**src/rtl/b64sc_pkg.sv**
```systemverilog
package b64sc_pkg;

   localparam int unsigned QUEUE_DEPTH = 4;
   localparam int unsigned QUEUE_PTR_W = $clog2(QUEUE_DEPTH);
   localparam int unsigned QUEUE_CNT_W = $clog2(QUEUE_DEPTH + 1);

   localparam logic [7:0] PAD_CHAR   = 8'h3D;
   localparam logic [6:0] CLASS_PAD  = 7'd64;
   localparam logic [6:0] CLASS_BAD  = 7'd65;

   typedef enum logic [2:0] {
      ERR_NONE      = 3'd0,
      ERR_BAD_CHAR  = 3'd1,
      ERR_BAD_PAD   = 3'd2,
      ERR_LENGTH    = 3'd3,
      ERR_TOO_LONG  = 3'd4,
      ERR_TOO_SHORT = 3'd5
   } err_type;

   typedef enum logic {
      MODE_ENCODE = 1'b0,
      MODE_DECODE = 1'b1
   } mode_type;

   typedef enum logic {
      CSR_MODE            = 1'b0,
      CSR_EXPECTED_LENGTH = 1'b1
   } csr_index_type;

   // One queued unit of work: up to four results; only the final one may
   // carry last or an error code.
   typedef struct packed {
      logic [3:0][7:0] data;
      logic [1:0]      count_m1;
      logic            final_last;
      err_type         final_err;
   } job_type;

   function automatic logic [7:0] enc_char(input logic [5:0] v);
      logic [7:0] r;
      if (v < 6'd26) begin
         r = 8'h41 + {2'b00, v};
      end else if (v < 6'd52) begin
         r = 8'h61 + {2'b00, v} - 8'd26;
      end else if (v < 6'd62) begin
         r = 8'h30 + {2'b00, v} - 8'd52;
      end else if (v == 6'd62) begin
         r = 8'h2B;
      end else begin
         r = 8'h2F;
      end
      return r;
   endfunction

   function automatic logic [6:0] char_class(input logic [7:0] ch);
      logic [6:0] r;
      if (ch >= 8'h41 && ch <= 8'h5A) begin
         r = 7'(ch - 8'h41);
      end else if (ch >= 8'h61 && ch <= 8'h7A) begin
         r = 7'(ch - 8'h61 + 8'd26);
      end else if (ch >= 8'h30 && ch <= 8'h39) begin
         r = 7'(ch - 8'h30 + 8'd52);
      end else if (ch == 8'h2B) begin
         r = 7'd62;
      end else if (ch == 8'h2F) begin
         r = 7'd63;
      end else if (ch == PAD_CHAR) begin
         r = CLASS_PAD;
      end else begin
         r = CLASS_BAD;
      end
      return r;
   endfunction

endpackage

```
**src/rtl/b64sc_req_if.sv**
```systemverilog
interface b64sc_req_if;
   logic       valid;
   logic       ready;
   logic [7:0] in_byte;
   logic       in_last;

   modport source (output valid, output in_byte, output in_last, input ready);
   modport sink (input valid, input in_byte, input in_last, output ready);
endinterface

```
**src/rtl/b64sc_rsp_if.sv**
```systemverilog
interface b64sc_rsp_if;
   logic       valid;
   logic       ready;
   logic [7:0] out_byte;
   logic       out_last;
   logic [2:0] error_code;

   modport source (output valid, output out_byte, output out_last, output error_code,
                   input ready);
   modport sink (input valid, input out_byte, input out_last, input error_code,
                 output ready);
endinterface

```
**src/rtl/b64sc_front.sv**
```systemverilog
module b64sc_front (
   input  logic              clock,
   input  logic              reset,
   input  logic              req_valid,
   output logic              req_ready,
   input  logic [7:0]        in_byte,
   input  logic              in_last,
   input  logic              csr_write_en,
   input  logic              csr_index,
   input  logic [23:0]       csr_wdata,
   input  logic              queue_full,
   output logic              push,
   output b64sc_pkg::job_type push_job
);
   import b64sc_pkg::*;

   logic        mode_ff, mode_in;
   logic [23:0] expected_length_ff, expected_length_in;
   logic [23:0] group_bits_ff, group_bits_in;
   logic [1:0]  group_position_ff, group_position_in;
   logic [1:0]  pad_count_ff, pad_count_in;
   logic        padding_seen_ff, padding_seen_in;
   logic [23:0] bytes_produced_ff, bytes_produced_in;
   logic        discarding_ff, discarding_in;

   logic        accept;
   logic [6:0]  cls;
   logic [1:0]  pos_enc;
   logic [23:0] enc_bits;
   logic [23:0] dec_bits;
   logic [23:0] bits_new;
   logic [1:0]  pad_new;
   logic [1:0]  nbytes;
   logic [24:0] sum;
   logic        short_end;
   logic        dfail;
   err_type     derr;

   assign req_ready = !queue_full;
   assign accept    = req_valid && req_ready;

   always_comb begin
      mode_in            = mode_ff;
      expected_length_in = expected_length_ff;
      group_bits_in      = group_bits_ff;
      group_position_in  = group_position_ff;
      pad_count_in       = pad_count_ff;
      padding_seen_in    = padding_seen_ff;
      bytes_produced_in  = bytes_produced_ff;
      discarding_in      = discarding_ff;
      push               = 1'b0;
      push_job           = '0;
      dfail              = 1'b0;
      derr               = ERR_NONE;
      bits_new           = group_bits_ff;
      pad_new            = pad_count_ff;
      nbytes             = 2'd0;
      sum                = '0;
      short_end          = 1'b0;

      cls     = char_class(in_byte);
      pos_enc = (group_position_ff == 2'd3) ? 2'd2 : group_position_ff;

      case (pos_enc)
         2'd0:    enc_bits = group_bits_ff | {in_byte, 16'h0000};
         2'd1:    enc_bits = group_bits_ff | {8'h00, in_byte, 8'h00};
         default: enc_bits = group_bits_ff | {16'h0000, in_byte};
      endcase

      case (group_position_ff)
         2'd0:    dec_bits = group_bits_ff | {cls[5:0], 18'h0};
         2'd1:    dec_bits = group_bits_ff | {6'h0, cls[5:0], 12'h0};
         2'd2:    dec_bits = group_bits_ff | {12'h0, cls[5:0], 6'h0};
         default: dec_bits = group_bits_ff | {18'h0, cls[5:0]};
      endcase

      if (csr_write_en) begin
         case (csr_index)
            CSR_MODE: begin
               mode_in           = csr_wdata[0];
               group_bits_in     = '0;
               group_position_in = '0;
               pad_count_in      = '0;
               padding_seen_in   = 1'b0;
               bytes_produced_in = '0;
               discarding_in     = 1'b0;
            end
            CSR_EXPECTED_LENGTH: expected_length_in = csr_wdata;
            default: ;
         endcase
      end else if (accept) begin
         if (mode_ff == MODE_ENCODE) begin
            if (pos_enc == 2'd2 || in_last) begin
               // flush the group, padding what the partial group lacks
               push                = 1'b1;
               push_job.data[0]    = enc_char(enc_bits[23:18]);
               push_job.data[1]    = enc_char(enc_bits[17:12]);
               push_job.data[2]    = (pos_enc != 2'd0) ? enc_char(enc_bits[11:6]) : PAD_CHAR;
               push_job.data[3]    = (pos_enc == 2'd2) ? enc_char(enc_bits[5:0]) : PAD_CHAR;
               push_job.count_m1   = 2'd3;
               push_job.final_last = in_last;
               push_job.final_err  = ERR_NONE;
               group_bits_in       = '0;
               group_position_in   = '0;
               if (in_last) begin
                  pad_count_in      = '0;
                  padding_seen_in   = 1'b0;
                  bytes_produced_in = '0;
                  discarding_in     = 1'b0;
               end
            end else begin
               group_bits_in     = enc_bits;
               group_position_in = pos_enc + 2'd1;
            end
         end else if (discarding_ff) begin
            // drop everything up to the last item of the message
            if (in_last) begin
               discarding_in = 1'b0;
            end
         end else begin
            if (in_last && group_position_ff != 2'd3) begin
               dfail = 1'b1;
               derr  = ERR_LENGTH;
            end else if (padding_seen_ff) begin
               dfail = 1'b1;
               derr  = ERR_BAD_PAD;
            end else if (cls == CLASS_BAD) begin
               dfail = 1'b1;
               derr  = ERR_BAD_CHAR;
            end else if (cls == CLASS_PAD) begin
               if (group_position_ff < 2'd2) begin
                  dfail = 1'b1;
                  derr  = ERR_BAD_PAD;
               end else begin
                  pad_new = pad_count_ff + 2'd1;
               end
            end else if (pad_count_ff != 2'd0) begin
               dfail = 1'b1;
               derr  = ERR_BAD_PAD;
            end else begin
               bits_new = dec_bits;
            end

            if (!dfail) begin
               if (group_position_ff != 2'd3) begin
                  group_bits_in     = bits_new;
                  group_position_in = group_position_ff + 2'd1;
                  pad_count_in      = pad_new;
               end else begin
                  nbytes = 2'd3 - pad_new;
                  sum    = {1'b0, bytes_produced_ff} + {23'h0, nbytes};
                  if (sum > {1'b0, expected_length_ff}) begin
                     dfail = 1'b1;
                     derr  = ERR_TOO_LONG;
                  end else begin
                     short_end           = in_last && (sum[23:0] != expected_length_ff);
                     push                = 1'b1;
                     push_job.data[0]    = bits_new[23:16];
                     push_job.data[1]    = (nbytes > 2'd1) ? bits_new[15:8] : 8'h00;
                     push_job.data[2]    = (nbytes > 2'd2) ? bits_new[7:0] : 8'h00;
                     push_job.data[3]    = 8'h00;
                     // a short message gets its error result behind the bytes
                     push_job.count_m1   = short_end ? nbytes : nbytes - 2'd1;
                     push_job.final_last = short_end ? 1'b1 : in_last;
                     push_job.final_err  = short_end ? ERR_TOO_SHORT : ERR_NONE;
                     group_bits_in       = '0;
                     group_position_in   = '0;
                     pad_count_in        = '0;
                     padding_seen_in     = (pad_new != 2'd0);
                     bytes_produced_in   = sum[23:0];
                     if (in_last) begin
                        padding_seen_in   = 1'b0;
                        bytes_produced_in = '0;
                        discarding_in     = 1'b0;
                     end
                  end
               end
            end

            if (dfail) begin
               push                = 1'b1;
               push_job            = '0;
               push_job.count_m1   = 2'd0;
               push_job.final_last = 1'b1;
               push_job.final_err  = derr;
               group_bits_in       = '0;
               group_position_in   = '0;
               pad_count_in        = '0;
               padding_seen_in     = 1'b0;
               bytes_produced_in   = '0;
               discarding_in       = !in_last;
            end
         end
      end
   end

   always_ff @(posedge clock) begin
      if (reset) begin
         mode_ff            <= MODE_ENCODE;
         expected_length_ff <= '0;
         group_bits_ff      <= '0;
         group_position_ff  <= '0;
         pad_count_ff       <= '0;
         padding_seen_ff    <= 1'b0;
         bytes_produced_ff  <= '0;
         discarding_ff      <= 1'b0;
      end else begin
         mode_ff            <= mode_in;
         expected_length_ff <= expected_length_in;
         group_bits_ff      <= group_bits_in;
         group_position_ff  <= group_position_in;
         pad_count_ff       <= pad_count_in;
         padding_seen_ff    <= padding_seen_in;
         bytes_produced_ff  <= bytes_produced_in;
         discarding_ff      <= discarding_in;
      end
   end

endmodule

```
**src/rtl/b64sc_queue.sv**
```systemverilog
module b64sc_queue (
   input  logic              clock,
   input  logic              reset,
   input  logic              push,
   input  b64sc_pkg::job_type push_job,
   input  logic              pop,
   output b64sc_pkg::job_type head_job,
   output logic              empty,
   output logic              full
);
   import b64sc_pkg::*;

   job_type                entries_ff [QUEUE_DEPTH];
   logic [QUEUE_PTR_W-1:0] wr_ptr_ff, wr_ptr_in;
   logic [QUEUE_PTR_W-1:0] rd_ptr_ff, rd_ptr_in;
   logic [QUEUE_CNT_W-1:0] count_ff, count_in;

   assign empty    = (count_ff == '0);
   assign full     = (count_ff == QUEUE_CNT_W'(QUEUE_DEPTH));
   assign head_job = entries_ff[rd_ptr_ff];

   always_comb begin
      wr_ptr_in = wr_ptr_ff;
      rd_ptr_in = rd_ptr_ff;
      count_in  = count_ff;
      if (push) begin
         wr_ptr_in = (wr_ptr_ff == QUEUE_PTR_W'(QUEUE_DEPTH - 1)) ? '0 : wr_ptr_ff + 1'b1;
      end
      if (pop) begin
         rd_ptr_in = (rd_ptr_ff == QUEUE_PTR_W'(QUEUE_DEPTH - 1)) ? '0 : rd_ptr_ff + 1'b1;
      end
      case ({push, pop})
         2'b10:   count_in = count_ff + 1'b1;
         2'b01:   count_in = count_ff - 1'b1;
         default: count_in = count_ff;
      endcase
   end

   always_ff @(posedge clock) begin
      if (push) begin
         entries_ff[wr_ptr_ff] <= push_job;
      end
   end

   always_ff @(posedge clock) begin
      if (reset) begin
         wr_ptr_ff <= '0;
         rd_ptr_ff <= '0;
         count_ff  <= '0;
      end else begin
         wr_ptr_ff <= wr_ptr_in;
         rd_ptr_ff <= rd_ptr_in;
         count_ff  <= count_in;
      end
   end

`ifndef SYNTHESIS
   a_no_overflow: assert property (@(posedge clock) disable iff (reset)
      !(push && full))
      else $error("job pushed into a full queue");

   a_no_underflow: assert property (@(posedge clock) disable iff (reset)
      !(pop && empty))
      else $error("job popped from an empty queue");

   a_count_bound: assert property (@(posedge clock) disable iff (reset)
      count_ff <= QUEUE_CNT_W'(QUEUE_DEPTH))
      else $error("queue fill count beyond depth");

   a_ptr_agree: assert property (@(posedge clock) disable iff (reset)
      (empty || full) |-> (wr_ptr_ff == rd_ptr_ff))
      else $error("queue pointers disagree with fill count");
`endif

endmodule

```
**src/rtl/b64sc_back.sv**
```systemverilog
module b64sc_back (
   input  logic              clock,
   input  logic              reset,
   input  b64sc_pkg::job_type head_job,
   input  logic              queue_empty,
   output logic              pop,
   output logic              rsp_valid,
   input  logic              rsp_ready,
   output logic [7:0]        out_byte,
   output logic              out_last,
   output logic [2:0]        error_code
);
   import b64sc_pkg::*;

   logic [1:0] item_idx_ff, item_idx_in;
   logic       valid_ff, valid_in;
   logic [7:0] byte_ff;
   logic       last_ff;
   logic [2:0] err_ff;
   logic       load;
   logic       is_final;

   assign load     = !queue_empty && (!valid_ff || rsp_ready);
   assign is_final = (item_idx_ff == head_job.count_m1);
   assign pop      = load && is_final;

   always_comb begin
      item_idx_in = item_idx_ff;
      valid_in    = valid_ff;
      if (load) begin
         valid_in    = 1'b1;
         item_idx_in = is_final ? 2'd0 : item_idx_ff + 2'd1;
      end else if (rsp_ready) begin
         valid_in = 1'b0;
      end
   end

   always_ff @(posedge clock) begin
      if (load) begin
         byte_ff <= head_job.data[item_idx_ff];
         last_ff <= is_final && head_job.final_last;
         err_ff  <= is_final ? head_job.final_err : ERR_NONE;
      end
   end

   always_ff @(posedge clock) begin
      if (reset) begin
         item_idx_ff <= '0;
         valid_ff    <= 1'b0;
      end else begin
         item_idx_ff <= item_idx_in;
         valid_ff    <= valid_in;
      end
   end

   assign rsp_valid  = valid_ff;
   assign out_byte   = byte_ff;
   assign out_last   = last_ff;
   assign error_code = err_ff;

endmodule

```
**src/rtl/base64_stream_codec.sv**
```systemverilog
// Streaming base64 codec, standard alphabet with '=' padding. Set mode (0
// encode, 1 decode) and, for decoding, expected_length while no message is in
// flight; writing mode drops any partial message. Encoding turns each group of
// three bytes into four characters and pads the group cut short by in_last.
// Decoding turns four characters into up to three bytes and reports a bad
// character, misplaced padding, a length that is not a multiple of four, or a
// byte count above or below expected_length as one result with out_byte 0,
// out_last 1 and the error code; the rest of that message up to in_last is
// dropped without results. A request is taken in any cycle in which the
// four-entry job queue between the classifying front end and the output
// sequencer has room, so requests stream back to back; results leave at one
// per cycle while the receiver takes them, through a registered output, which
// limits sustained encoding, as three bytes give four characters. Each group
// is held in the job queue, then its results in the output register.
module base64_stream_codec (
   input  logic        clock,
   input  logic        reset,
   b64sc_req_if.sink   req_ch,
   b64sc_rsp_if.source rsp_ch,
   input  logic        csr_write_en,
   input  logic        csr_index,
   input  logic [23:0] csr_wdata
);
   import b64sc_pkg::*;

   job_type push_job;
   job_type head_job;
   logic    push;
   logic    pop;
   logic    queue_empty;
   logic    queue_full;

   // classify requests and build whole groups of results
   b64sc_front u_front (
      .clock        (clock),
      .reset        (reset),
      .req_valid    (req_ch.valid),
      .req_ready    (req_ch.ready),
      .in_byte      (req_ch.in_byte),
      .in_last      (req_ch.in_last),
      .csr_write_en (csr_write_en),
      .csr_index    (csr_index),
      .csr_wdata    (csr_wdata),
      .queue_full   (queue_full),
      .push         (push),
      .push_job     (push_job)
   );

   // hold finished groups so either side can stall alone
   b64sc_queue u_queue (
      .clock    (clock),
      .reset    (reset),
      .push     (push),
      .push_job (push_job),
      .pop      (pop),
      .head_job (head_job),
      .empty    (queue_empty),
      .full     (queue_full)
   );

   // advance through each group one result per cycle while the receiver takes them
   b64sc_back u_back (
      .clock       (clock),
      .reset       (reset),
      .head_job    (head_job),
      .queue_empty (queue_empty),
      .pop         (pop),
      .rsp_valid   (rsp_ch.valid),
      .rsp_ready   (rsp_ch.ready),
      .out_byte    (rsp_ch.out_byte),
      .out_last    (rsp_ch.out_last),
      .error_code  (rsp_ch.error_code)
   );

endmodule

```
**src/flat_wrapper.sv**
```systemverilog
// flat-port wrapper written by rule: the top's interface ports become plain ports
module base64_stream_codec_flat import b64sc_pkg::*;
  (clock, reset, csr_write_en, csr_index, csr_wdata, req_ch_valid, req_ch_in_byte, req_ch_in_last, req_ch_ready, rsp_ch_valid, rsp_ch_out_byte, rsp_ch_out_last, rsp_ch_error_code, rsp_ch_ready);
  b64sc_req_if req_ch_i ();
  b64sc_rsp_if rsp_ch_i ();
  input  logic clock;
  input  logic reset;
  input  logic csr_write_en;
  input  logic csr_index;
  input  logic [23:0] csr_wdata;
  input wire logic [$bits(req_ch_i.valid)-1:0] req_ch_valid;
  input wire logic [$bits(req_ch_i.in_byte)-1:0] req_ch_in_byte;
  input wire logic [$bits(req_ch_i.in_last)-1:0] req_ch_in_last;
  output wire logic [$bits(req_ch_i.ready)-1:0] req_ch_ready;
  output wire logic [$bits(rsp_ch_i.valid)-1:0] rsp_ch_valid;
  output wire logic [$bits(rsp_ch_i.out_byte)-1:0] rsp_ch_out_byte;
  output wire logic [$bits(rsp_ch_i.out_last)-1:0] rsp_ch_out_last;
  output wire logic [$bits(rsp_ch_i.error_code)-1:0] rsp_ch_error_code;
  input wire logic [$bits(rsp_ch_i.ready)-1:0] rsp_ch_ready;
  assign req_ch_i.valid = req_ch_valid;
  assign req_ch_i.in_byte = req_ch_in_byte;
  assign req_ch_i.in_last = req_ch_in_last;
  assign req_ch_ready = req_ch_i.ready;
  assign rsp_ch_valid = rsp_ch_i.valid;
  assign rsp_ch_out_byte = rsp_ch_i.out_byte;
  assign rsp_ch_out_last = rsp_ch_i.out_last;
  assign rsp_ch_error_code = rsp_ch_i.error_code;
  assign rsp_ch_i.ready = rsp_ch_ready;
  base64_stream_codec u_core (.clock(clock), .reset(reset), .req_ch(req_ch_i), .rsp_ch(rsp_ch_i), .csr_write_en(csr_write_en), .csr_index(csr_index), .csr_wdata(csr_wdata));
endmodule
```
**config.mk**
```make
export PLATFORM = sky130hd
export DESIGN_NAME = base64_stream_codec_flat
export DESIGN_NICKNAME = d
export VERILOG_FILES = /design/src/rtl/b64sc_pkg.sv /design/src/rtl/b64sc_req_if.sv /design/src/rtl/b64sc_rsp_if.sv /design/src/rtl/b64sc_front.sv /design/src/rtl/b64sc_queue.sv /design/src/rtl/b64sc_back.sv /design/src/rtl/base64_stream_codec.sv /design/src/flat_wrapper.sv
export SDC_FILE = /design/constraint.sdc
export NUM_CORES = 1
export LEC_CHECK = 0
export BUFFER_PORTS_ARGS = -buffer_cell sky130_fd_sc_hd__buf_2
export CAP_MARGIN = 0
export CORE_MARGIN = 1
export CORE_UTILIZATION = 57
export DETAILED_ROUTE_END_ITERATION = 8
export GPL_TIMING_DRIVEN = 0
export PLACE_DENSITY = 0.89
export SLEW_MARGIN = 10
export SYNTH_ARGS = -nofsm -noshare
export SYNTH_HDL_FRONTEND = slang
export SYNTH_HIERARCHICAL = 1
export SYNTH_SLANG_ARGS = --single-unit
```
**constraint.sdc**
```tcl
create_clock -name clock -period 5.8 [get_ports clock]
set_input_delay 0.29 -clock clock [delete_from_list [all_inputs] [get_ports clock]]
set_output_delay 0.29 -clock clock [all_outputs]
set_load 0.1 [all_outputs]
```
==> impl_metrics.json <==
{
  "htree_num_levels": 1,
  "start_kind": "register",
  "critPathArrivalTime_ps": 6210,
  "synth_top_cell_area_share": 0.343,
  "synthToLayoutAreaGrowth_pct": 20.2,
  "hold_slack_ps": 84.7,
  "netlist_top_cells_area": "edfxtp_1, dfxtp_1, mux4_2, ha_1, a21oi_1",
  "drt.antenna.violating_nets": 0,
  "antenna_found_initial": 0,
  "worst-path-buf-inv": 4,
  "finalWorstSetupSlack_ps": -34.2,
  "synthMostInstantiatedCell": "edfxtp_1",
  "io_pins": 53,
  "cts.sinks": 255,
  "timing_worst_slew_pin_value_ps": 1430,
  "syn_area_per_cell_um2": 10.6,
  "die_width_um": 161,
  "synth_largest_area_cell": "edfxtp_1",
  "violations": "negative setup slack",
  "overflow": 0,
  "postPlaceCellArea_mm2": 0.0152,
  "worst_skew_pair.late_latency_ps": 560,
  "final.min_clock_period_ps": 5830,
  "dp_hpwl_um": 29400,
  "required_ps": 6170,
  "slew_violations": 0,
  "clock_pin_slew_on_the_worst_setup_and_hold_paths_ps": 70,
  "clockBufferDepth": 3,
  "routed_wirelength_um": 47000,
  "critical-path-top-delay-family": "simple AND/OR/NAND/NOR gates",
  "power.static_leakage_nw": 6.14,
  "grt_pass1_vias": 12085,
  "first_iter_violations": 1783,
  "design.core.area_mm2": 0.0245,
  "seq_area_frac_synth": 0.470,
  "fin_nets": 1621,
  "place_worst_setup_slack_ps": -2300,
  "via_per_inst": 6.83,
  "power.ir.vdd_worst_v": 0.000258,
  "report.final.setup_viol": 51,
  "warnings_from_yosys": 6,
  "power-per-cell-area_mw_per_mm2": 263,
  "synth_fp_nets": 1467,
  "chipHeight_um": 161,
  "initial_utilization": 0.586,
  "ys_dominant_reg_cell": "edfxtp_1",
  "drt_pass_1_iters": 6,
  "cts_inserted_buffers": 27,
  "io_buffers": 49,
  "final_worst_path_cycle_share": 1.01,
  "ys_top_cells_by_count": "edfxtp_1, nand2_1, a21oi_1",
  "critical_path.max_fanout": 9,
  "syn_area_mm2": 0.0143,
  "drv_cap": 0,
  "rsz0062_at_grt": "true",
  "relative_max_transition_margin": 0.0423,
  "timing.critical_path.to_type": "register",
  "vias": 12664,
  "post-route-drc-count": 0,
  "grt.total_usage": 0.346,
  "clock.fmax_mhz": 171,
  "cpMaxStageDelayCell": "or4_4",
  "grt_pass1_wl_um": 68700,
  "worst_clock_skew_ps": 20.3,
  "criticalPathCategory": "reg -> reg",
  "layout.core_utilization": 0.705,
  "largest_net_degree_at_the_start_of_global_routing": 33,
  "status": "complete, but fails checks",
  "final_hold_fails": 0,
  "synth.ff_latch_count": 255,
  "cpMostUsedCell": "buf_4",
  "final_design_area_no_fill_mm2": 0.0172,
  "cts.root.buffer_cell": "clkbuf_16",
  "drive_gt1_frac": 0.203,
  "timing.hold.worst.class": "in -> reg",
  "placementRows": 57,
  "yosysUniqueCellTypes": 94,
  "die_outline_area_mm2": 0.0258,
  "synthCells": 1356,
  "worstPathCellList": "ha_4, inv_8, a21oi_4, o211a_1, and4_4, buf_4, o21ai_4, buf_4, fa_2, and3b_2, and2_4, nand3_4, or3_4, xnor2_2, ha_4, a21oi_1, o21ai_1, a211oi_2, o32ai_1, o211ai_1, buf_4, o2111ai_4, or4_4, a21oi_4",
  "gpl_congestion": 0.985,
  "crit_path_max_incr_delay_ps": 610,
  "wire_per_inst_um": 25.4,
  "antenna_cells": 0,
  "post_synth_edffs": 164,
  "totalPowerFinal_mw": 4.53,
  "synthArstFlopShare": 0,
  "clock_tree_from_tritoncts": "done"
}
kinds of logic (layout without fill, tap and decap cells):
| group | Yosys count | in the layout | synth area share |
|---|---|---|---|
| AOI/OAI and AO/OA | 390 | 391 | 0.186 |
| xor gates and xnor gates | 36 | 36 | 0.0220 |
| adders and majority gates | 72 | 72 | 0.0639 |
| buffers and inverters | 153 | 325 | 0.0463 |
| DFF | 255 | 255 | 0.470 |
| muxes | 50 | 50 | 0.0754 |
| and+or+nand+nor | 400 | 400 | 0.136 |
where the power goes:
group          leakage [nW]  internal, mW  total, mW  switching [mW]
clock                 0.410         0.956       1.68           0.721
sequential             2.31          1.99       2.02          0.0300
combinational          3.42         0.270      0.831           0.560
worst register-to-register path, delay by kind of cell, from the launching register on:
| kind | cells | cell delay (ps) |
|---|---|---|
| simple gates | 6 | 1910 |
| fa+ha+maj | 3 | 780 |
| buf+inv | 4 | 580 |
| xor+xnor | 1 | 230 |
| flops | 1 | 370 |
| compound gates | 10 | 1770 |
metal layers:
layer / track usage / vias to the layer above / share of wire
li1: - / 5442 / -
met1: 0.428 / 6070 / 0.36
met2: 0.596 / 925 / 0.49
met3: 0.0674 / 227 / 0.10
met4: 0.138 / 0 / 0.052
met5: 0 / - / 0
state kept, by name (all words and copies together), names as in the netlist, 2 cells and up, named ones only:
name and flops:
u_core/u_queue/entries_ff 152, u_core/u_front/expected_length_ff 24, u_core/u_back/out_byte 8, u_core/u_front/pad_count_ff 2, u_core/u_front/group_position_ff 2, u_core/u_front/bytes_produced_ff 24
u_core/u_back/error_code 3, u_core/u_queue/wr_ptr_ff 2, u_core/u_queue/rd_ptr_ff 2, u_core/u_back/item_idx_ff 2, u_core/u_queue/count_ff 3, u_core/u_front/group_bits_ff 24
timing repair:
item,in CTS,in global routing
endpoints found under the hold margin,24,0
resized for setup,75,45
buffers inserted,20,26
pin swaps,20,35
setup endpoints to repair,143,143
cloned,2,1
hold buffers,24,0
placed cells by master, fill, tap and decap left out, types with 21 or more instances in the layout:
master         netlist  layout
edfxtp_1           164     164
nand2_1            136     134
a21oi_1            125     118
dfxtp_1             91      89
nor2_1              91      87
inv_1               84      78
ha_1                70      61
buf_2               13      56
o21ai_0             56      55
buf_4                5      51
clkbuf_1            41      48
mux4_2              45      45
nand3_1             29      29
clkbuf_16            0      28
dlygate4sd3_1        0      24
xnor2_1             26      22
a22o_1              22      22
nor3_1              24      21
path summary, 6_finish.rpt:
path	cells past startpoint	slack, ps	start	endpoint
worst max-delay path	24	-30	u_core/u_front/group_position_ff[0]$_SDFFE_PP0P_	u_core/u_queue/entries_ff[3][28]$_DFFE_PP_
worst max register to register	24	-30	u_core/u_front/group_position_ff[0]$_SDFFE_PP0P_	u_core/u_queue/entries_ff[3][28]$_DFFE_PP_
worst min-delay path	3	80	rsp_ch_ready	u_core/u_back/rsp_valid$_SDFFE_PP0P_
worst min register to register	2	460	u_core/u_front/pad_count_ff[1]$_SDFFE_PP0P_	u_core/u_front/pad_count_ff[1]$_SDFFE_PP0P_
area by class of cell:
type                       instances  area [µm²]
clock inverter                     8        78.8
multi-input combinational        949        7560
sequential                       255        6750
timing repair buffer             125         948
inverter                          87         349
clock buffer                      40         764
fill                            1561        7220
tap                              324         405
buffer                            65         389
through the flow:
step | std cells | setup TNS (ps)
finish | 1853 | -710
CTS | 1827 | 0
floorplan | 1356 | 0
detailed placement | 1733 | -272180
global placement | 1729 | -257350
global route | 1853 | -13380
(Power assumes the default switching activity.)
